## src/sv/vsa_pkg.sv

```systemverilog
// Shared types, constants and arithmetic helpers for the video scope accumulator.
package vsa_pkg;

  localparam int WAVE_WIDTH  = 256;
  localparam int WAVE_HEIGHT = 256;
  localparam int VECTOR_SIZE = 256;

  localparam int PLANE_BINS = WAVE_WIDTH * WAVE_HEIGHT;
  localparam int VEC_BINS   = VECTOR_SIZE * VECTOR_SIZE;
  localparam int HIST_BINS  = 256;
  localparam int HIST_COUNT = 4;
  localparam int PLANES     = 3;

  localparam int PLANE_AW = $clog2(PLANE_BINS);
  localparam int VEC_AW   = $clog2(VEC_BINS);
  localparam int HIST_AW  = $clog2(HIST_BINS);

  localparam int SXW  = $clog2(WAVE_WIDTH);
  localparam int ROWW = $clog2(WAVE_HEIGHT);
  localparam int VSW  = $clog2(VECTOR_SIZE);

  localparam int MAXD0 = (PLANE_BINS > VEC_BINS) ? PLANE_BINS : VEC_BINS;
  localparam int MAXD  = (MAXD0 > HIST_BINS) ? MAXD0 : HIST_BINS;
  localparam int CLRW  = $clog2(MAXD);

  // column scaling: num = cx * (WAVE_WIDTH-1), den = effective width - 1
  localparam int CXW  = 12;
  localparam int FWW  = 13;
  localparam int NUMW = CXW + SXW;
  localparam int FW_MAX = 4096;

  // divide-by-255 through a reciprocal plus one correction step
  localparam int SCALE_MAX = (VECTOR_SIZE > WAVE_HEIGHT) ? VECTOR_SIZE : WAVE_HEIGHT;
  localparam int DIVW      = $clog2(255 * SCALE_MAX);
  localparam int RK        = DIVW + 8;
  localparam longint RECIP255 = (64'd1 << RK) / 64'd255;
  localparam int PEW       = 2 * DIVW + 8;

  // fixed-point luma and chroma
  localparam int W_R  = 13933;
  localparam int W_G  = 46871;
  localparam int W_B  = 4732;
  localparam int K_CB = 35318;
  localparam int K_CR = 41615;
  localparam int CHW  = 45;
  localparam int NW   = 40;
  localparam int NPW  = NW + VSW + 1;
  localparam longint CHROMA_DEN  = 64'd255 << 32;
  localparam longint CHROMA_HALF = 64'd255 << 31;

  localparam logic OP_ACCUM = 1'b0;
  localparam logic OP_READ  = 1'b1;

  localparam logic [3:0] SEL_HIST_R   = 4'd0;
  localparam logic [3:0] SEL_HIST_G   = 4'd1;
  localparam logic [3:0] SEL_HIST_B   = 4'd2;
  localparam logic [3:0] SEL_HIST_Y   = 4'd3;
  localparam logic [3:0] SEL_WAVE     = 4'd4;
  localparam logic [3:0] SEL_PARADE_R = 4'd5;
  localparam logic [3:0] SEL_PARADE_G = 4'd6;
  localparam logic [3:0] SEL_PARADE_B = 4'd7;
  localparam logic [3:0] SEL_VECTOR   = 4'd8;
  localparam logic [3:0] SEL_COUNT    = 4'd9;

  localparam logic REG_FRAME_WIDTH = 1'b0;
  localparam logic REG_SWAP        = 1'b1;

  typedef struct packed {
    logic        operation;
    logic [7:0]  red;
    logic [7:0]  green;
    logic [7:0]  blue;
    logic [11:0] column;
    logic [3:0]  store_select;
    logic [15:0] bin_index;
    logic        clear_after;
  } vsa_in_t;

  typedef struct packed {
    logic [3:0]  read_store;
    logic [15:0] read_index;
    logic [31:0] count;
  } vsa_out_t;

  // rows: 0 red, 1 green, 2 blue, 3 luma
  typedef struct packed {
    logic [7:0]                luma;
    logic [3:0][ROWW-1:0]      row;
    logic [VSW-1:0]            vx;
    logic [VSW-1:0]            vy;
  } vsa_geom_t;

  function automatic logic [15:0] bump16(input logic [15:0] v);
    return (v == 16'hFFFF) ? v : v + 16'd1;
  endfunction

  function automatic logic [31:0] bump32(input logic [31:0] v);
    return (v == 32'hFFFF_FFFF) ? v : v + 32'd1;
  endfunction

  function automatic logic [DIVW-1:0] div255_est(input logic [DIVW-1:0] t);
    logic [PEW-1:0] p;
    p = PEW'(t) * PEW'(RECIP255);
    return p[RK +: DIVW];
  endfunction

  function automatic logic [DIVW-1:0] div255_fix(input logic [DIVW-1:0] t,
                                                 input logic [DIVW-1:0] q0);
    logic [DIVW+8:0] qm;
    logic [DIVW+8:0] rr;
    qm = {1'b0, q0, 8'd0} - (DIVW+9)'(q0);
    rr = (DIVW+9)'(t) - qm;
    return (rr >= (DIVW+9)'(255)) ? q0 + DIVW'(1) : q0;
  endfunction

endpackage

```

## src/sv/vsa_math.sv

```systemverilog
// Luma, waveform rows and vectorscope position pipeline (six stages).
module vsa_math (
  input  logic               clk,
  input  logic               rst,
  input  logic               start,
  input  logic [7:0]         red,
  input  logic [7:0]         green,
  input  logic [7:0]         blue,
  output logic               busy,
  output vsa_pkg::vsa_geom_t geom
);

  localparam int DW = vsa_pkg::DIVW;

  logic [5:0] vld;

  logic [23:0] pr1, pg1, pb1;
  logic [7:0]  r1, g1, b1;

  logic [23:0] yq2;
  logic [7:0]  y2, r2, g2, b2;
  logic [24:0] ysum;

  logic signed [25:0] db, dr;
  logic signed [vsa_pkg::CHW-1:0] cb3, cr3;
  logic [3:0][DW-1:0] rp3;
  logic [7:0] y3;

  logic [vsa_pkg::NW-1:0] ncb, ncr;
  logic [vsa_pkg::NPW-1:0] mcb, mcr;
  logic [DW-1:0] tcb4, tcr4;
  logic [3:0][DW-1:0] rp4, rq4;
  logic [7:0] y4;

  logic [DW-1:0] tcb5, tcr5, qcb5, qcr5;
  logic [3:0][vsa_pkg::ROWW-1:0] row5;
  logic [7:0] y5;

  logic [DW-1:0] qcb6, qcr6;

  function automatic logic [vsa_pkg::NW-1:0] clamp_n(input logic signed [vsa_pkg::CHW-1:0] v);
    if (v[vsa_pkg::CHW-1]) begin
      return '0;
    end else if (v > vsa_pkg::CHW'(vsa_pkg::CHROMA_DEN)) begin
      return vsa_pkg::NW'(vsa_pkg::CHROMA_DEN);
    end else begin
      return v[vsa_pkg::NW-1:0];
    end
  endfunction

  always_ff @(posedge clk) begin
    if (rst) begin
      vld <= '0;
    end else begin
      vld <= {vld[4:0], start};
    end
  end

  assign busy = |vld;

  // stage 1: luma weight products
  always_ff @(posedge clk) begin
    if (start) begin
      pr1 <= 24'(vsa_pkg::W_R) * 24'(red);
      pg1 <= 24'(vsa_pkg::W_G) * 24'(green);
      pb1 <= 24'(vsa_pkg::W_B) * 24'(blue);
      r1  <= red;
      g1  <= green;
      b1  <= blue;
    end
  end

  // stage 2: luma sum and rounding
  assign ysum = 25'(pr1 + pg1 + pb1) + 25'd32768;

  always_ff @(posedge clk) begin
    yq2 <= pr1 + pg1 + pb1;
    y2  <= (ysum[24:16] > 9'd255) ? 8'd255 : ysum[23:16];
    r2  <= r1;
    g2  <= g1;
    b2  <= b1;
  end

  // stage 3: chroma numerators, row products
  assign db = $signed({2'b0, b2, 16'd0}) - $signed({2'b0, yq2});
  assign dr = $signed({2'b0, r2, 16'd0}) - $signed({2'b0, yq2});

  always_ff @(posedge clk) begin
    cb3 <= vsa_pkg::CHW'(db) * vsa_pkg::CHW'(vsa_pkg::K_CB)
           + vsa_pkg::CHW'(vsa_pkg::CHROMA_HALF);
    cr3 <= vsa_pkg::CHW'(dr) * vsa_pkg::CHW'(vsa_pkg::K_CR)
           + vsa_pkg::CHW'(vsa_pkg::CHROMA_HALF);
    rp3[0] <= DW'(r2) * DW'(vsa_pkg::WAVE_HEIGHT - 1);
    rp3[1] <= DW'(g2) * DW'(vsa_pkg::WAVE_HEIGHT - 1);
    rp3[2] <= DW'(b2) * DW'(vsa_pkg::WAVE_HEIGHT - 1);
    rp3[3] <= DW'(y2) * DW'(vsa_pkg::WAVE_HEIGHT - 1);
    y3 <= y2;
  end

  // stage 4: clamp and scale chroma, estimate row quotients
  assign ncb = clamp_n(cb3);
  assign ncr = clamp_n(cr3);
  assign mcb = vsa_pkg::NPW'(ncb) * vsa_pkg::NPW'(vsa_pkg::VECTOR_SIZE - 1)
               + vsa_pkg::NPW'(vsa_pkg::CHROMA_HALF);
  assign mcr = vsa_pkg::NPW'(ncr) * vsa_pkg::NPW'(vsa_pkg::VECTOR_SIZE - 1)
               + vsa_pkg::NPW'(vsa_pkg::CHROMA_HALF);

  always_ff @(posedge clk) begin
    tcb4 <= mcb[32 +: DW];
    tcr4 <= mcr[32 +: DW];
    for (int i = 0; i < 4; i++) begin
      rp4[i] <= rp3[i];
      rq4[i] <= vsa_pkg::div255_est(rp3[i]);
    end
    y4 <= y3;
  end

  // stage 5: finish rows, estimate chroma quotients
  always_ff @(posedge clk) begin
    tcb5 <= tcb4;
    tcr5 <= tcr4;
    qcb5 <= vsa_pkg::div255_est(tcb4);
    qcr5 <= vsa_pkg::div255_est(tcr4);
    for (int i = 0; i < 4; i++) begin
      row5[i] <= vsa_pkg::ROWW'(vsa_pkg::WAVE_HEIGHT - 1)
                 - vsa_pkg::ROWW'(vsa_pkg::div255_fix(rp4[i], rq4[i]));
    end
    y5 <= y4;
  end

  // stage 6: finish chroma
  assign qcb6 = vsa_pkg::div255_fix(tcb5, qcb5);
  assign qcr6 = vsa_pkg::div255_fix(tcr5, qcr5);

  always_ff @(posedge clk) begin
    geom.luma <= y5;
    geom.row  <= row5;
    geom.vx   <= vsa_pkg::VSW'(qcb6);
    geom.vy   <= vsa_pkg::VSW'(vsa_pkg::VECTOR_SIZE - 1) - vsa_pkg::VSW'(qcr6);
  end

endmodule

```

## config.mk

```make
export PLATFORM = sky130hd
export DESIGN_NAME = vsa_math
export DESIGN_NICKNAME = d
export VERILOG_FILES = /design/src/sv/vsa_pkg.sv /design/src/sv/vsa_math.sv
export SDC_FILE = /design/constraint.sdc
export NUM_CORES = 2
export LEC_CHECK = 0
export ABC_CLOCK_PERIOD_IN_PS = 7800
export BUFFER_PORTS_ARGS = -buffer_cell sky130_fd_sc_hd__buf_4
export CORE_MARGIN = 2
export CORE_UTILIZATION = 60
export CTS_BUF_LIST = sky130_fd_sc_hd__clkbuf_2
export DETAILED_ROUTE_END_ITERATION = 6
export PLACE_DENSITY = 0.89
export SYNTH_ARGS = -nofsm -noshare
export SYNTH_HDL_FRONTEND = slang
export SYNTH_SLANG_ARGS = --single-unit
```

## constraint.sdc

```tcl
create_clock -name clk -period 7.8 [get_ports clk]
set_input_delay 0.78 -clock clk [delete_from_list [all_inputs] [get_ports clk]]
set_output_delay 0.78 -clock clk [all_outputs]
set_load 0.005 [all_outputs]
```

# Word level (Yosys, flattened, before mapping)
# Cells that the tools add are included.
[classes]
n_addsub = 34
mul = 17
magnitude_cmp = 9
n_mux = 10
reduce_logical = 1
[ops]
columns = ["operator", "n"]
rows = [
  ["16-bit by 17-bit multiplier with 33-bit output, second input constant", 6],
  ["40-bit two-way mux", 4],
  ["25-bit by 8-bit >= comparator with 1-bit output, second input constant", 6],
  ["17-bit by 18-bit subtractor with 19-bit output", 6],
  ["17-bit by 9-bit subtractor with 18-bit output", 6],
  ["48-bit by 39-bit adder with 48-bit output, second input constant", 2],
  ["40-bit by 8-bit multiplier with 48-bit output, second input constant", 2],
  ["42-bit by 40-bit adder with 43-bit output, second input constant", 2],
  ["43-bit by 41-bit > comparator with 1-bit output, second input constant", 2],
  ["8-bit by 8-bit multiplier with 16-bit output, second input constant", 4],
  ["24-bit by 24-bit subtractor with 25-bit output", 2],
  ["8-bit by 1-bit adder with 8-bit output, second input constant", 6],
  ["8-bit two-way mux", 6],
  ["25-bit by 17-bit multiplier with 42-bit output, second input constant", 1],
  ["25-bit by 16-bit multiplier with 41-bit output, second input constant", 1],
  ["8-bit subtractor, first input constant", 5],
  ["22-bit by 24-bit adder with 25-bit output", 1],
  ["25-bit by 16-bit adder with 25-bit output, second input constant", 1],
  ["25-bit by 21-bit adder with 25-bit output", 1],
  ["22-bit by 24-bit adder with 24-bit output", 1],
  ["24-bit by 21-bit adder with 24-bit output", 1],
  ["16-bit by 8-bit multiplier with 24-bit output, first input constant", 1],
  ["14-bit by 8-bit multiplier with 22-bit output, first input constant", 1],
  ["11-bit by 8-bit multiplier with 19-bit output, first input constant", 1],
  ["2 further kinds", 2],
]
[word_totals]
reg_bits = 595
output_inout_bits = 57
elab_cells = 117

# Logic depth before layout (Yosys ltp)
[depth]
depth_word = 5
ltp_mapped = 37

# Worst setup path after synthesis
# Ideal clock, no wire load.
[synth_timing]
kind = "register to register"
from = "reg yq2[0]"
to = "reg cb3[40] (netlist bit)"
arrival_ns = 8.205
required_ns = 7.679
slack_ns = -0.526
path_stages_with_launch = 34
n_path_buf = 2
synth_period_minus_slack_ns = 8.326
cell_sequence = "dfxtp_1 clkbuf_1 inv_1 ha_1 or3b_2 nor3_1 a31oi_1 o21bai_1 nand2_1 nand2b_1 a21oi_1 xnor2_1 inv_1 fa_1 inv_1 ha_1 ha_1 fa_1 fa_1 inv_1 fa_1 inv_1 ha_1 clkbuf_1 nand2_1 o21ai_0 or4b_1 a311o_1 o211ai_2 inv_1 a2111oi_4 nand3b_1 and2_1 xor2_1"
[synth_between]
elab_chain_cells = 3
[synth_lines]
columns = ["element", "line_no", "text"]
rows = [
  ["from (decl)", "vsa_math.sv:20", "logic [23:0] yq2;"],
  ["from (signal assigned)", "vsa_math.sv:77", "yq2 <= pr1 + pg1 + pb1;"],
  ["24-bit by 24-bit subtractor with 25-bit output", "vsa_math.sv:85", "assign db = $signed({2'b0, b2, 16'd0}) - $signed({2'b0, yq2});"],
  ["25-bit by 16-bit multiplier with 41-bit output", "vsa_math.sv:89", "cb3 <= vsa_pkg::CHW'(db) * vsa_pkg::CHW'(vsa_pkg::K_CB)"],
  ["42-bit by 40-bit adder with 43-bit output", "vsa_math.sv:90", "+ vsa_pkg::CHW'(vsa_pkg::CHROMA_HALF);"],
  ["to (signal assigned)", "vsa_math.sv:89", ""],
  ["to (decl)", "vsa_math.sv:25", "logic signed [vsa_pkg::CHW-1:0] cb3, cr3;"],
]
# Every way passes these cells.
# A chain may end at the register's enable or synchronous reset.

# Worst setup path after layout
[layout_timing]
from = "reg yq2[9]"
to = "reg cb3[40] (netlist bit)"
# Same word-level chain as after synthesis.

==> impl_metrics.toml <==
[worst_setup_path]
cpMaxStageDelayCell = "or4_4"
max_stage_delay_ns = 0.56
crit_required_ns = 9.23
cp_common_cell = "inv_1"
ff2ff_setup_slack_ns = -0.02
cp_max_fo = 5
start_kind = "flop"
critPathArrivalTime_ns = 9.25
crit_type = "flop to flop"
crit_path_end_kind = "flop"

[sta]
timing.final.ws_setup_ns = -0.0203
setup_viol = 3
max_slew.worst_pin.slew_ns = 1.15
finalClockSkew_ns = 0.137
period_share_pct = 100
max_freq_ghz = 0.128
drv_slew = 0
min_period_ns = 7.82
hold_viol = 0
holdWs_ns = 0.0926
rsz0062_at_grt = "true"
slew_headroom_pct = 23.1
setup-tns-final_ns = -0.0378

[layout]
final_cell_mix = "inv_1 (1,402), ha_1 (1,179), fa_1 (908), dfxtp_1 (499), a21oi_1 (278)"
final_common_cell = "inv_1"
drive_gt1_share_pct = 9.79
num-nets-final = 9425
n_fill_cell = 7993
area_growth_pct = 9.46

[status]
status = "finished, violations left"
failed_checks = "DRC, setup timing"

[global_routing]
grt_use_total_pct = 27.1
antenna_found_initial = 7
grt_pass1_wl_um = 259000
grt_overflow = 0
grt_pass1_vias = 54659
grt_max_degree = 80

[yosys]
synth_largest_area_cell = "fa_1"
synth_cell_types = 99
yosysTopAreaCellShare_pct = 26.6
syn_area_um2 = 68600
netlist_top_cells_area = "fa_1 (27%), ha_1 (22%), dfxtp_1 (15%)"
synth-edff-count = 85
syn-mean-instance-area_um2 = 9.98
ys.flop_type = "dfxtp_1"
synth-seq-cells = 586
synth_fp_nets = 9014
ys_seq_area_share_pct = 18.4
synthCells = 6871
synthArstFlopShare_pct = 0
ys_warn_count = 0

[routing]
antenna_left = 0
viasPerCell = 5.65
route.detailed.wl_per_inst_um = 17.7
dr.pass1.iters = 7
routed-via-count = 50413
drc = 5
dr.first_iter.drc_count = 3282
wl_um = 158000

[floorplanning]
ios = 84
core_um2 = 114000
rows = 124
start_util_pct = 60.2
dieHeight_um = 342
die_x_um = 342
dieArea_um2 = 117000

[clock_tree]
cts_sinks = 586
clk_transition_reported_paths_ns = 0.11
htree_levels = 4
cts_root_buffer = "clkbuf_2"
clkLatencyLatePin_ns = 1.62
numCtsBuffers = 151
cts_tree = "yes"
cts_buffer_depth = 3

[hold_path]
hp-class = "primary input to flop"

[placed_design]
gp_congestion = 0.986
hpwl_um = 128000
io_buffers = 83

[job]
maxCapViolations = 0
[synthesized netlist by cell type, types with 29 or more instances]
cell type / number
a211oi_1: 34
a21boi_0: 29
a21o_1: 151
a21oi_1: 295
a31oi_1: 38
and2_1: 85
and3_1: 41
clkbuf_1: 58
dfxtp_1: 501
edfxtp_1: 85
fa_1: 911
ha_1: 1205
inv_1: 1418
nand2_1: 226
nand2b_1: 44
nand3_1: 85
nand4_1: 54
nor2_1: 265
nor2b_1: 58
nor3_1: 106
nor4_1: 34
o21a_1: 53
o21ai_0: 201
o21bai_1: 29
or2_2: 29
xnor2_1: 284
xor2_1: 204
[layout make-up]
| type | count | area, µm² | share of cell area, % |
|---|---|---|---|
| timing repair buffer | 330 | 2640 | 3.51 |
| clock buffer | 214 | 1070 | 1.43 |
| tap | 1512 | 1890 | 2.52 |
| multi-input combinational | 4793 | 51100 | 68.1 |
| antenna | 6 | 15.0 | 0.0200 |
| inverter | 1420 | 5340 | 7.11 |
| sequential | 586 | 12600 | 16.8 |
| clock inverter | 59 | 420 | 0.560 |
[per-layer routing]
| metal | wire length, µm | share of wire, % | vias to the layer above | global-route usage, % |
|---|---|---|---|---|
| met4 | 7220 | 4.6 | 4 | 12.2 |
| li1 | - | - | 23482 | - |
| met3 | 9280 | 5.9 | 580 | 5.07 |
| met1 | 61000 | 39 | 24598 | 31.3 |
| met5 | 30 | 0.019 | - | 0 |
| met2 | 80100 | 51 | 1749 | 48.6 |
[through the flow]
stage	cells	area, µm²	worst slack, ns	util [%]
floorplan	6871	68700	0.00822	-
global placement	8559	72200	0.109	63.4
detailed placement	8559	72200	-0.181	63.4
CTS	8887	74300	-0.0306	65.2
global route	8917	75000	-0.271	65.9
finish	8920	75000	-0.0203	65.9
[kinds of logic after synthesis]
logic type,count (synthesis),synth area share (%)
AO/OA/AOI/OAI,1033,9.80
XOR/XNOR,492,6.33
adder cells (fa/ha/maj),2117,48.6
buffers and inverters,1492,8.19
flip-flops,586,18.4
multiplexers,16,0.241
AND/OR/NAND/NOR,1135,8.48
[worst max-delay path: cells and delay by family (launching register included)]
family	cells	cell delay (ns)
buf+inv	7	0.48
compound gates	9	1.90
simple gates	6	1.47
xor+xnor	2	0.30
flops	1	0.36
fa+ha+maj	7	3.16
[flip-flops by register name, summed over array words and instances, names as in the netlist, 20 cells and up]
register / count
cb3: 40
cr3: 43
geom: 56
pg1: 24
pr1: 20
row5: 32
rp3: 63
rp4: 63
rq4: 36
yq2: 24
[what timing repair did]
item                                   4_1_cts  5_1_grt
setup endpoints to repair                    6       17
resized for setup                           18      127
pin swaps                                    4       65
gates cloned                                 0        0
buffers inserted                             5       27
hold buffers                                50        0
endpoints found under the hold margin       99        0
[path summary, 6_finish.rpt]
path / start / depth (start not counted) / end
setup / recovery: yq2[9]$_DFF_P_ / 31 / cb3[40]$_DFF_P_
hold / removal: red[1] / 2 / r1[1]$_DFFE_PP_
setup reg to reg: yq2[9]$_DFF_P_ / 31 / cb3[40]$_DFF_P_
hold reg to reg: row5[20]$_DFF_P_ / 0 / geom[36]$_DFF_P_
Power is left out: the tool's default activity adds up to more than one toggle a clock period on the data nets, which glitch-free logic cannot reach.
