## config.mk

```make
export PLATFORM = sky130hd
export DESIGN_NAME = vsa_div
export DESIGN_NICKNAME = d
export VERILOG_FILES = /design/src/sv/vsa_pkg.sv /design/src/sv/vsa_div.sv
export SDC_FILE = /design/constraint.sdc
export NUM_CORES = 1
export LEC_CHECK = 0
export ABC_AREA = 1
export BUFFER_PORTS_ARGS = -buffer_cell sky130_fd_sc_hd__buf_2
export CAP_MARGIN = 20
export CORE_UTILIZATION = 59
export CTS_BUF_LIST = sky130_fd_sc_hd__clkbuf_8 sky130_fd_sc_hd__clkbuf_16
export CTS_CLUSTER_SIZE = 40
export DETAILED_ROUTE_END_ITERATION = 6
export PLACE_DENSITY = 0.9
export SYNTH_ARGS = -nofsm -noshare
export SYNTH_HDL_FRONTEND = slang
export SYNTH_SLANG_ARGS = --single-unit
```

## constraint.sdc

```tcl
create_clock -name clk -period 2.97 [get_ports clk]
set_input_delay 0.7425 -clock clk [delete_from_list [all_inputs] [get_ports clk]]
set_output_delay 0.7425 -clock clk [all_outputs]
set_load 0.02 [all_outputs]
```

## src/sv/vsa_pkg.sv

```systemverilog
// Shared types, constants and arithmetic helpers for the video scope accumulator.
package vsa_pkg;

  localparam int WAVE_WIDTH  = 256;
  localparam int WAVE_HEIGHT = 256;
  localparam int VECTOR_SIZE = 256;

  localparam int PLANE_BINS = WAVE_WIDTH * WAVE_HEIGHT;
  localparam int VEC_BINS   = VECTOR_SIZE * VECTOR_SIZE;
  localparam int HIST_BINS  = 256;
  localparam int HIST_COUNT = 4;
  localparam int PLANES     = 3;

  localparam int PLANE_AW = $clog2(PLANE_BINS);
  localparam int VEC_AW   = $clog2(VEC_BINS);
  localparam int HIST_AW  = $clog2(HIST_BINS);

  localparam int SXW  = $clog2(WAVE_WIDTH);
  localparam int ROWW = $clog2(WAVE_HEIGHT);
  localparam int VSW  = $clog2(VECTOR_SIZE);

  localparam int MAXD0 = (PLANE_BINS > VEC_BINS) ? PLANE_BINS : VEC_BINS;
  localparam int MAXD  = (MAXD0 > HIST_BINS) ? MAXD0 : HIST_BINS;
  localparam int CLRW  = $clog2(MAXD);

  // column scaling: num = cx * (WAVE_WIDTH-1), den = effective width - 1
  localparam int CXW  = 12;
  localparam int FWW  = 13;
  localparam int NUMW = CXW + SXW;
  localparam int FW_MAX = 4096;

  // divide-by-255 through a reciprocal plus one correction step
  localparam int SCALE_MAX = (VECTOR_SIZE > WAVE_HEIGHT) ? VECTOR_SIZE : WAVE_HEIGHT;
  localparam int DIVW      = $clog2(255 * SCALE_MAX);
  localparam int RK        = DIVW + 8;
  localparam longint RECIP255 = (64'd1 << RK) / 64'd255;
  localparam int PEW       = 2 * DIVW + 8;

  // fixed-point luma and chroma
  localparam int W_R  = 13933;
  localparam int W_G  = 46871;
  localparam int W_B  = 4732;
  localparam int K_CB = 35318;
  localparam int K_CR = 41615;
  localparam int CHW  = 45;
  localparam int NW   = 40;
  localparam int NPW  = NW + VSW + 1;
  localparam longint CHROMA_DEN  = 64'd255 << 32;
  localparam longint CHROMA_HALF = 64'd255 << 31;

  localparam logic OP_ACCUM = 1'b0;
  localparam logic OP_READ  = 1'b1;

  localparam logic [3:0] SEL_HIST_R   = 4'd0;
  localparam logic [3:0] SEL_HIST_G   = 4'd1;
  localparam logic [3:0] SEL_HIST_B   = 4'd2;
  localparam logic [3:0] SEL_HIST_Y   = 4'd3;
  localparam logic [3:0] SEL_WAVE     = 4'd4;
  localparam logic [3:0] SEL_PARADE_R = 4'd5;
  localparam logic [3:0] SEL_PARADE_G = 4'd6;
  localparam logic [3:0] SEL_PARADE_B = 4'd7;
  localparam logic [3:0] SEL_VECTOR   = 4'd8;
  localparam logic [3:0] SEL_COUNT    = 4'd9;

  localparam logic REG_FRAME_WIDTH = 1'b0;
  localparam logic REG_SWAP        = 1'b1;

  typedef struct packed {
    logic        operation;
    logic [7:0]  red;
    logic [7:0]  green;
    logic [7:0]  blue;
    logic [11:0] column;
    logic [3:0]  store_select;
    logic [15:0] bin_index;
    logic        clear_after;
  } vsa_in_t;

  typedef struct packed {
    logic [3:0]  read_store;
    logic [15:0] read_index;
    logic [31:0] count;
  } vsa_out_t;

  // rows: 0 red, 1 green, 2 blue, 3 luma
  typedef struct packed {
    logic [7:0]                luma;
    logic [3:0][ROWW-1:0]      row;
    logic [VSW-1:0]            vx;
    logic [VSW-1:0]            vy;
  } vsa_geom_t;

  function automatic logic [15:0] bump16(input logic [15:0] v);
    return (v == 16'hFFFF) ? v : v + 16'd1;
  endfunction

  function automatic logic [31:0] bump32(input logic [31:0] v);
    return (v == 32'hFFFF_FFFF) ? v : v + 32'd1;
  endfunction

  function automatic logic [DIVW-1:0] div255_est(input logic [DIVW-1:0] t);
    logic [PEW-1:0] p;
    p = PEW'(t) * PEW'(RECIP255);
    return p[RK +: DIVW];
  endfunction

  function automatic logic [DIVW-1:0] div255_fix(input logic [DIVW-1:0] t,
                                                 input logic [DIVW-1:0] q0);
    logic [DIVW+8:0] qm;
    logic [DIVW+8:0] rr;
    qm = {1'b0, q0, 8'd0} - (DIVW+9)'(q0);
    rr = (DIVW+9)'(t) - qm;
    return (rr >= (DIVW+9)'(255)) ? q0 + DIVW'(1) : q0;
  endfunction

endpackage

```

## src/sv/vsa_div.sv

```systemverilog
// Bit-serial restoring divider for the waveform column scaling.
module vsa_div (
  input  logic                        clk,
  input  logic                        rst,
  input  logic                        start,
  input  logic [vsa_pkg::NUMW-1:0]    num,
  input  logic [vsa_pkg::CXW-1:0]     den,
  output logic                        busy,
  output logic [vsa_pkg::NUMW-1:0]    quo
);

  localparam int CW = $clog2(vsa_pkg::NUMW + 1);

  logic [vsa_pkg::CXW-1:0] rem;
  logic [vsa_pkg::CXW-1:0] dvs;
  logic [CW-1:0]           cnt;
  logic [vsa_pkg::CXW:0]   rem_sh;
  logic                    fits;

  assign rem_sh = {rem, quo[vsa_pkg::NUMW-1]};
  assign fits   = rem_sh >= {1'b0, dvs};

  always_ff @(posedge clk) begin
    if (rst) begin
      busy <= 1'b0;
      cnt  <= '0;
    end else if (start) begin
      busy <= 1'b1;
      cnt  <= CW'(vsa_pkg::NUMW);
    end else if (busy) begin
      cnt  <= cnt - CW'(1);
      busy <= (cnt != CW'(1));
    end
  end

  always_ff @(posedge clk) begin
    if (start) begin
      rem <= '0;
      quo <= num;
      dvs <= den;
    end else if (busy) begin
      if (fits) begin
        rem <= vsa_pkg::CXW'(rem_sh - {1'b0, dvs});
      end else begin
        rem <= rem_sh[vsa_pkg::CXW-1:0];
      end
      quo <= {quo[vsa_pkg::NUMW-2:0], fits};
    end
  end

endmodule

```

### After elaboration in Yosys (flattened, before gate mapping)

Index checks and enable logic that the tools add are counted.

* bits in registers: 50
* input port bits: 35
* output and inout bits: 21
* word-level logic and storage cells: 19

* add/sub/neg operators: 2
* order comparisons: 1
* equality and inequality tests: 1
* mux-type cells: 7
* reductions and logical operators: 2

Operators by type and width (count)
* $mux W20: 2
* $ge A13 B12 Y1: 1
* $mux W12: 1
* $sub A12 B12 Y12: 1
* $mux W5: 2
* $ne A5 B1 Y1 const B: 1
* $sub A5 B1 Y5 const B: 1
* $mux W1: 2
* $reduce_bool A2 Y1: 1
* $reduce_or A2 Y1: 1

### Depth between registers and ports, before layout

Gate-level depths: netlist of the first run.

* word-level depth: 3
* gate-level depth with buffers: 12
* gate-level depth less buffers: 12

### Worst setup path before layout of the first run

Ideal clock, no wire load.

* path type: reg-to-reg
* start: register quo[19] (netlist name)
* end: register rem[6] (netlist name)
* setup time: 113 ps
* arrival time: 1759 ps
* required time: 2857 ps
* setup slack: 1097 ps
* stages on the path, launching flop included: 12
* buffers on the path: 0
* clock period less this slack: 1873 ps
* cell sequence: edfxtp_1 inv_1 ha_1 fa_1 inv_1 nand3_1 nand3_1 nand2_1 a21boi_0 o21ai_0 nand3_1 nand2_1

* cells in the longest elaborated chain, start to end: 2
* elaborated cells on any way between the ends: 3
* classes of those cells: add/sub (1); order compare (1); mux (1)

Ends and longest elaborated chain
* start: declaration: line vsa_div.sv:9 `output logic [vsa_pkg::NUMW-1:0] quo`
* start signal: assignment: line vsa_div.sv:39 `quo <= num;`
* start signal: assignment: line vsa_div.sv:47 `quo <= {quo[vsa_pkg::NUMW-2:0], fits};`
* $sub A12 B12 Y12 / $ge A13 B12 Y1 (equally long branches): line vsa_div.sv:43, vsa_div.sv:21
* $mux W12 (*): line vsa_div.sv:42 `if (fits) begin`
* end signal: assignment: line vsa_div.sv:43 `rem <= vsa_pkg::CXW'(rem_sh - {1'b0, dvs});`
* end signal: assignment: line vsa_div.sv:45 `rem <= rem_sh[vsa_pkg::CXW-1:0];`
* end: declaration: line vsa_div.sv:14 `logic [vsa_pkg::CXW-1:0] rem;`

Every way passes the cells marked *; elsewhere a longest branch is shown, timed or not.
A chain may end at the register's enable or synchronous reset.

### Final worst setup path of the first run

* start: register dvs[8] (netlist name)
* end: register quo[0] (netlist name), data pin

* cells in the longest elaborated chain, start to end: 3

Ends and longest elaborated chain
* start: declaration: line vsa_div.sv:15 `logic [vsa_pkg::CXW-1:0] dvs;`
* start signal: assignment: line vsa_div.sv:40 `dvs <= den;`
* $ge A13 B12 Y1: line vsa_div.sv:21 `assign fits = rem_sh >= {1'b0, dvs};`
* $mux W20: line vsa_div.sv:41 `end else if (busy) begin`
* $mux W20: line vsa_div.sv:37 `if (start) begin`

Every way passes these cells. The select of a mux whose other input is x is not followed.

==> results of run 1 <==
## layer usage
metal  up-vias  GRT usage (%)  wire [um]
met5         -              0          0
met3        15           6.47        411
li1       1290              -          -
met4         0           9.59        118
met1      1139           34.1       2750
met2        92           43.8       2860
## critical path: stages (launching register included)
cell and delay (ns):
edfxtp_1 0.33, inv_1 0.04, ha_1 0.35, nand2_2 0.15, inv_1 0.05, nand2_1 0.07, nand2_1 0.09, a21oi_2 0.29
nand3_2 0.35, nand2_1 0.17, nand2_1 0.07
## stage by stage
stage | setup WS (ns) | utilization, %
4_1_cts | 0.820 | 73.0
3_3_place_gp | 0.909 | 70.9
6_report | 0.775 | 73.0
3_5_place_dp | 0.871 | 70.9
5_1_grt | 0.607 | 73.0
2_1_floorplan | 1.10 | -
## power breakdown
group / internal, mW / switching (mW)
combinational: 0.0935 / 0.169
sequential: 0.797 / 0.0267
clock: 0.188 / 0.225
## sequential cells by signal, indices dropped and copies added, names as in the netlist
signal	flops
rem	12
dvs	12
quo	20
cnt	5
busy	1
## final cells by class
class,instances,area [um2]
sequential,50,1320
multi-input combinational,252,1270
fill,325,1220
timing repair buffer,60,313
inverter,59,221
clock buffer,6,82.6
tap,52,65.1
clock inverter,2,12.5
## kinds of logic (layout without fill, tap and decap cells)
kind of cell | after synthesis | count (layout) | synth area share [%]
compound gates | 15 | 15 | 3.10
xor+xnor | 5 | 5 | 1.53
flops | 50 | 50 | 46.1
simple gates | 217 | 217 | 32.9
fa+ha+maj | 15 | 15 | 6.82
buf+inv | 69 | 127 | 9.48
## cell usage after synthesis (all sizes together)
cell type / n
nand2: 149
inv: 59
edfxtp: 32
nand3: 29
nor2: 19
dfxtp: 18
ha: 14
nand4: 14
a21oi: 7
buf: 5
clkbuf: 5
xnor2: 4
nor3: 3
o21ai: 3
a31oi: 2
a211oi: 1
a21boi: 1
fa: 1
nand3b: 1
nor4: 1
o31ai: 1
or2: 1
xor2: 1
## how the worst max path moves through the flow
stage	from	to	slack, ns
after floorplan	quo[19]$_DFFE_PP_	rem[6]$_SDFFE_PP0P_	1.10
after global placement	start	rem[6]$_SDFFE_PP0P_	0.91
after detailed placement	dvs[7]$_DFFE_PP_	quo[0]$_DFFE_PP_	0.87
after CTS	dvs[7]$_DFFE_PP_	quo[0]$_DFFE_PP_	0.82
after global routing	dvs[7]$_DFFE_PP_	rem[6]$_SDFFE_PP0P_	0.61
final	dvs[8]$_DFFE_PP_	quo[0]$_DFFE_PP_	0.78
## cell usage in the layout (no fill, tap or decap), drive strengths merged, types with 2 or more instances in the layout
master  instances
a21oi           7
a31oi           2
buf            60
clkbuf          6
dfxtp          18
edfxtp         32
ha             14
inv            59
nand2         149
nand3          29
nand4          14
nor2           19
nor3            3
o21ai           3
xnor2           4
==> impl_metrics.ini, run 1 <==
[outcome]
status = complete, no violations

[setup_path]
rrSetupSlack_ns = 0.78
path_max_fanout = 14
critPathRequiredTime_ns = 3.03
r2r-start = dvs[8]$_DFFE_PP_
start_kind = flip-flop
worst_setup_path_end_kind = flip-flop
reg2regPathDepth = 10
rr_endpoint = quo[0]$_DFFE_PP_
critical_path_class = reg2reg
cp.arrival_ns = 2.26

[global_route]
antenna_found_initial = 0
overflow = 0
grt.total_usage_pct = 26.5
grt_pass1_vias = 2533
grt_max_degree = 24
grt_pass1_wl_um = 10700

[placed_design]
dp.cells = 473
portBuffers = 55
place_area_um2 = 3190
routabilityCongestion = 0.937
detailed_place_hpwl_um = 4550

[synth]
syn_nets = 421
synth_cell_types = 31
syn_area_per_cell_um2 = 7.72
mappedNetlistArea_um2 = 2860
synth_area_leaders = edfxtp_1 (34%), nand2_1 (19%), dfxtp_1 (13%), inv_1 (7.5%), ha_1 (6.1%)
ys_ff_latch = 50
synth_top_area_share_pct = 33.6
syn_inst = 371
synth.largest_area_cell = edfxtp_1
synth.yosys.seq_area_share_pct = 46.1
synth_warnings = 0

[cts]
htreeDepth = 2
clock_path_buffers = 2
cts_tree = built
cts-resized-gates = 0
clkTransAtPathRegs_ns = 0.09
post_cts_buffers = 0
numCtsBuffers = 5
worstSkewPairLatency_ns = 0.30
cts_hold_buf = 0
cts_root_buffer = clkbuf_8
clock-sinks = 50

[layout]
antenna_cells = 0
final_cell_area_um2 = 3290
drive_above_1_share_pct = 19.3
fin_nets = 478
synthToLayoutAreaGrowth_pct = 14.8
finalNonFillerCells = 481

[sta]
worst_pin_slew_ns = 0.896
fin_crit_ns = 2.19
fin_hold_ws_ns = 0.476
fmax_mhz = 456
rsz0062_at_grt = false
finalSetupViolCount = 0
setup_tns_ns = 0
hold_viol_final = 0
maxSlewViolCount = 0
maxSlewHeadroom_pct = 40.0
fin_crit_sh_pct = 73.9
finClkSkew_ns = 0.00365

[pwr]
ir_drop_mv = 0.338
power_density_nw_per_um2 = 456
p_total_mw = 1.50
p_leak_nw = 1.71

[worst_hold_path]
hold_path_class = reg2reg
min_delay_path_depth = 2
worstHoldEndpoint = rem[5]$_SDFFE_PP0P_
hp-start = rem[5]$_SDFFE_PP0P_

[detailed_routing]
wire_per_inst_um = 12.8
drt_iter0_markers = 224
routed_wl_um = 6140
drtPass1Iterations = 4
vias = 2536
vias_per_cell = 5.27
ant_nets = 0
drcViolationCount = 0

[die]
io_pins = 56
floorplan.rows = 24
dieArea_um2 = 5140
core_um2 = 4500
die_x_um = 71.7
die_y_um = 71.7
initial_core_util_pct = 63.6

[job]
cap_violations = 0
Power figures use the tool's default switching activity.
==> inputs of run 2 (changes only) <==
- CORE_UTILIZATION: 59 -> 55
- PLACE_DENSITY: 0.9 -> 0.85
- clock period: 2.97 -> 2.25 ns (I/O delays scaled with it)
==> impl_metrics.ini, run 2 (synthesis results as in run 1) <==
[outcome]
status = complete, no violations

[pwr]
ir_drop_mv = 0.493
p_leak_nw = 1.75
p_sw_share_pct = 27.7
power_density_nw_per_um2 = 623
p_sw_mw = 0.579
p_seq_share_pct = 52.1
power_frac_comb_pct = 16.7
p_total_mw = 2.09
intPower_mw = 1.51
clock_power_share_pct = 31.2

[cts]
worstSkewPairLatency_ns = 0.31
cts_hold_buf = 0
cts_root_buffer = clkbuf_8
cts_tree = built
clkTransAtPathRegs_ns = 0.10
clock_path_buffers = 2
post_cts_buffers = 0
clock-sinks = 50
numCtsBuffers = 5
htreeDepth = 2
cts-resized-gates = 0

[detailed_routing]
ant_nets = 0
vias_per_cell = 5.08
drcViolationCount = 0
drtPass1Iterations = 4
routed_wl_um = 6560
wire_per_inst_um = 13.1
vias = 2539
drt_iter0_markers = 177

[layout]
largest_reg_flops = 20
multi_input_area_um2 = 1270
final_cell_mix = nand2_1 (146), inv_1 (57), buf_2 (55)
regMostFlops = quo
nFillCells = 429
regArea_um2 = 1320
fin_nets = 482
final_common_cell = nand2_1
drive_above_1_share_pct = 20.1
final_cell_area_um2 = 3350
final_util_pct = 68.7
largestRegisters = quo: 20 flops, dvs: 12 flops, rem: 12 flops
antenna_cells = 0
synthToLayoutAreaGrowth_pct = 17.1

[setup_path]
crit_cells = 11
slowest_stage = fa_1
path_buf_inv = 2
crit_end = rem[6]$_SDFFE_PP0P_
crit_family = adder cells
reg2regPathDepth = 11
rrSetupSlack_ns = 0.21
max_stage_delay_ns = 0.42
cp.arrival_ns = 2.25
rr_endpoint = rem[6]$_SDFFE_PP0P_
path_max_fanout = 3
worst_setup_path_end_kind = flip-flop
path_cells = inv_1 > ha_1 > fa_1 > inv_1 > nand3_1 > nand3_1 > nand2_1 > a21boi_0 > o21ai_0 > nand3_1 > nand2_1
critPathRequiredTime_ns = 2.46
r2r-start = quo[19]$_DFFE_PP_
path_common_cell = nand3_1
start_kind = flip-flop
critPathLaunch = quo[19]$_DFFE_PP_
critical_path_class = reg2reg

[sta]
fin_crit_ns = 2.04
finalSetupViolCount = 0
fmax_mhz = 489
maxSlewHeadroom_pct = 76.9
rsz0062_at_grt = false
setup_tns_ns = 0
maxSlewViolCount = 0
fin_crit_sh_pct = 90.8
worst_pin_slew_ns = 0.347
finClkSkew_ns = 0.00540
hold_viol_final = 0

[worst_hold_path]
hold_path_class = in2reg
hp-start = den[4]

[die]
floorplan.rows = 25
die_y_um = 74.2
initial_core_util_pct = 58.7
core_um2 = 4880
die_x_um = 74.2
io_pins = 56
dieArea_um2 = 5500

[global_route]
grt_pass1_wl_um = 10800
antenna_found_initial = 0
grt_max_degree = 27
overflow = 0
grt.total_usage_pct = 26.1
grt_pass1_vias = 2418

[placed_design]
place_area_um2 = 3240
routabilityCongestion = 0.897
detailed_place_hpwl_um = 4840
portBuffers = 55

[job]
cap_violations = 0
[run 2: cell count changes in the layout (fill, tap and decap cells not counted)]
| cell | before | now |
|---|---|---|
| clkbuf_8 | 6 | 5 |
| inv_6 | 0 | 1 |
| clkinvlp_4 | 1 | 0 |
| bufinv_16 | 0 | 1 |
| buf_4 | 5 | 9 |
[run 2: worst min-delay path by stage]
stage / to / depth (start not counted)
after floorplan: rem[0]$_SDFFE_PP0P_ / 2
after global placement: rem[3]$_SDFFE_PP0P_ / 2
after detailed placement: rem[7]$_SDFFE_PP0P_ / 2
after CTS: dvs[4]$_DFFE_PP_ / 1
after global routing: dvs[4]$_DFFE_PP_ / 1
final: dvs[4]$_DFFE_PP_ / 1
[run 2: per-layer routing]
layer	share of wire, %	global-route usage [%]	up-vias	routed length [um]
li1	-	-	1299	-
met1	44	33.7	1145	2890
met2	47	43.7	85	3110
met3	6.6	5.56	10	433
met4	1.9	8.55	0	122
met5	0	0	-	0
[run 2: per-stage QoR]
step | worst slack (ns) | cells | hold WS, ns
after floorplan | 0.377 | 371 | 0.447
after global placement | 0.321 | 492 | 0.462
after detailed placement | 0.296 | 492 | 0.462
after CTS | 0.229 | 500 | 0.420
after global routing | 0.0798 | 500 | 0.411
final | 0.206 | 500 | 0.421
[run 2: layout make-up]
class,count,area share (%)
well taps,67,2.50
inverters,59,6.60
flip-flops and latches,50,39.4
clock buffers,5,2.05
repair buffers,64,10.2
multi-input cells,252,37.9
clock inverters,3,1.31
[run 2: power by group through the flow]
| stage | registers [mW] | clock network (mW) | logic [mW] |
|---|---|---|---|
| finish | 1.09 | 0.653 | 0.349 |
| floorplan | 1.15 | 0 | 0.178 |
| detailed placement | 1.11 | 0 | 0.349 |
| global route | 1.10 | 0.688 | 0.387 |
| CTS | 1.09 | 0.654 | 0.350 |
| global placement | 1.11 | 0 | 0.338 |
[run 2: worst register-to-register path, stage by stage (launching register included)]
cell and delay [ns]:
edfxtp_1 0.36, inv_1 0.07, ha_1 0.24, fa_1 0.42
inv_1 0.10, nand3_1 0.07, nand3_1 0.16, nand2_1 0.10
a21boi_0 0.19, o21ai_0 0.11, nand3_1 0.08, nand2_1 0.05
==> inputs of run 3 (changes only) <==
- PLACE_DENSITY: 0.85 -> 0.8
==> impl_metrics.ini, run 3 (synthesis results as in run 1) <==
[outcome]
status = complete, no violations

[layout]
final_common_cell = nand2_1
fin_nets = 480
largest_reg_flops = 20
synthToLayoutAreaGrowth_pct = 16.1
final_cell_mix = nand2_1 (146), inv_1 (57), buf_2 (55)
regMostFlops = quo
drive_above_1_share_pct = 19.7
largestRegisters = quo: 20 flops, dvs: 12 flops, rem: 12 flops
antenna_cells = 0

[detailed_routing]
drt_iter0_markers = 230
drcViolationCount = 0
drtPass1Iterations = 4
wire_per_inst_um = 12.3
routed_wl_um = 6150
vias = 2489
ant_nets = 0
vias_per_cell = 5.00

[die]
die_y_um = 74.2
initial_core_util_pct = 58.7
floorplan.rows = 25
die_x_um = 74.2
io_pins = 56
dieArea_um2 = 5500
core_um2 = 4880

[setup_path]
rrSetupSlack_ns = 0.27
critPathRequiredTime_ns = 2.46
r2r-start = quo[19]$_DFFE_PP_
reg2regPathDepth = 11
path_cells = inv_1 > ha_1 > fa_1 > inv_1 > nand3_1 > nand3_1 > nand2_1 > a21boi_0 > o21ai_0 > nand3_1 > nand2_1
max_stage_delay_ns = 0.41
cp.arrival_ns = 2.18
path_common_cell = nand3_1
crit_family = adder cells
path_max_fanout = 3
slowest_stage = fa_1
start_kind = flip-flop
critical_path_class = reg2reg
path_buf_inv = 2
worst_setup_path_end_kind = flip-flop
rr_endpoint = rem[6]$_SDFFE_PP0P_

[cts]
clock-sinks = 50
htreeDepth = 2
post_cts_buffers = 0
worstSkewPairLatency_ns = 0.31
cts-resized-gates = 0
clkTransAtPathRegs_ns = 0.10
cts_hold_buf = 0
cts_tree = built
numCtsBuffers = 5
cts_root_buffer = clkbuf_8
clock_path_buffers = 2

[placed_design]
detailed_place_hpwl_um = 4530
routabilityCongestion = 0.958
portBuffers = 55

[worst_hold_path]
worstHoldEndpoint = dvs[10]$_DFFE_PP_
hold_path_class = in2reg
hp-start = den[10]
min_delay_path_depth = 1

[global_route]
grt_max_degree = 28
use_met2_pct = 42.2
use_met1_pct = 33.0
overflow = 0
grt_pass1_wl_um = 10400
grt_pass1_vias = 2394
antenna_found_initial = 0
grtUsageMet3_pct = 5.15
grt.total_usage_pct = 25.2
busiest_layer = met2

[sta]
rsz0062_at_grt = false
fin_crit_ns = 1.98
maxSlewHeadroom_pct = 52.7
fin_crit_sh_pct = 88.0
finClkSkew_ns = 0.00887
maxSlewViolCount = 0
setup_tns_ns = 0
hold_viol_final = 0
finalSetupViolCount = 0
fmax_mhz = 505
worst_pin_slew_ns = 0.709

[pwr]
power_density_nw_per_um2 = 601
p_total_mw = 2.00
ir_drop_mv = 0.352
p_leak_nw = 1.72

[job]
cap_violations = 0
run 3: cell count changes in the layout (fill, tap and decap cells not counted):
cell,change
buf_4,-2
bufinv_16,-1
clkbuf_8,+1
clkinv_2,-1
clkinvlp_4,+1
run 3: stage by stage:
stage	hold slack, ns	utilization, %	std cells	worst slack, ns	instance area, um2
3_5_place_dp	0.468	66.1	490	0.299	3230
6_report	0.422	68.1	498	0.271	3320
5_1_grt	0.410	68.1	498	0.101	3320
4_1_cts	0.415	68.1	498	0.281	3320
3_3_place_gp	0.462	66.1	490	0.346	3230
2_1_floorplan	0.447	-	371	0.377	2860
run 3: area by class of cell:
class	count	area (um2)
fillers	440	1560
flip-flops and latches	50	1320
multi-input cells	252	1270
repair buffers	62	328
inverters	59	221
well taps	67	83.8
clock buffers	6	82.6
clock inverters	2	16.3
run 3: worst register-to-register path, cell delays in order (launching register included):
cell,delay [ns]
edfxtp_1,0.37
inv_1,0.07
ha_1,0.22
fa_1,0.41
inv_1,0.10
nand3_1,0.07
nand3_1,0.15
nand2_1,0.09
a21boi_0,0.17
o21ai_0,0.09
nand3_1,0.09
nand2_1,0.05
run 3: report_power, final:
group	switching (mW)	internal [mW]	total, mW
Combinational	0.221	0.124	0.346
Clock	0.311	0.254	0.565
Sequential	0.0356	1.05	1.09
run 3: how the worst max path moves through the flow:
stage | depth (start not counted) | slack, ns | end | startpoint
6_report | 11 | 0.27 | rem[6]$_SDFFE_PP0P_ | quo[19]$_DFFE_PP_
5_1_grt | 11 | 0.10 | rem[6]$_SDFFE_PP0P_ | quo[19]$_DFFE_PP_
4_1_cts | 11 | 0.28 | rem[6]$_SDFFE_PP0P_ | quo[19]$_DFFE_PP_
3_5_place_dp | 10 | 0.30 | quo[0]$_DFFE_PP_ | dvs[8]$_DFFE_PP_
3_3_place_gp | 11 | 0.35 | rem[6]$_SDFFE_PP0P_ | quo[19]$_DFFE_PP_
2_1_floorplan | 11 | 0.38 | rem[6]$_SDFFE_PP0P_ | quo[19]$_DFFE_PP_
run 3: layer usage:
metal	vias to the layer above	part of all wire [%]	wire length, um
li1	1296	-	-
met1	1096	46	2800
met2	91	46	2830
met3	6	7.4	455
met4	0	1.0	62
met5	-	0	0
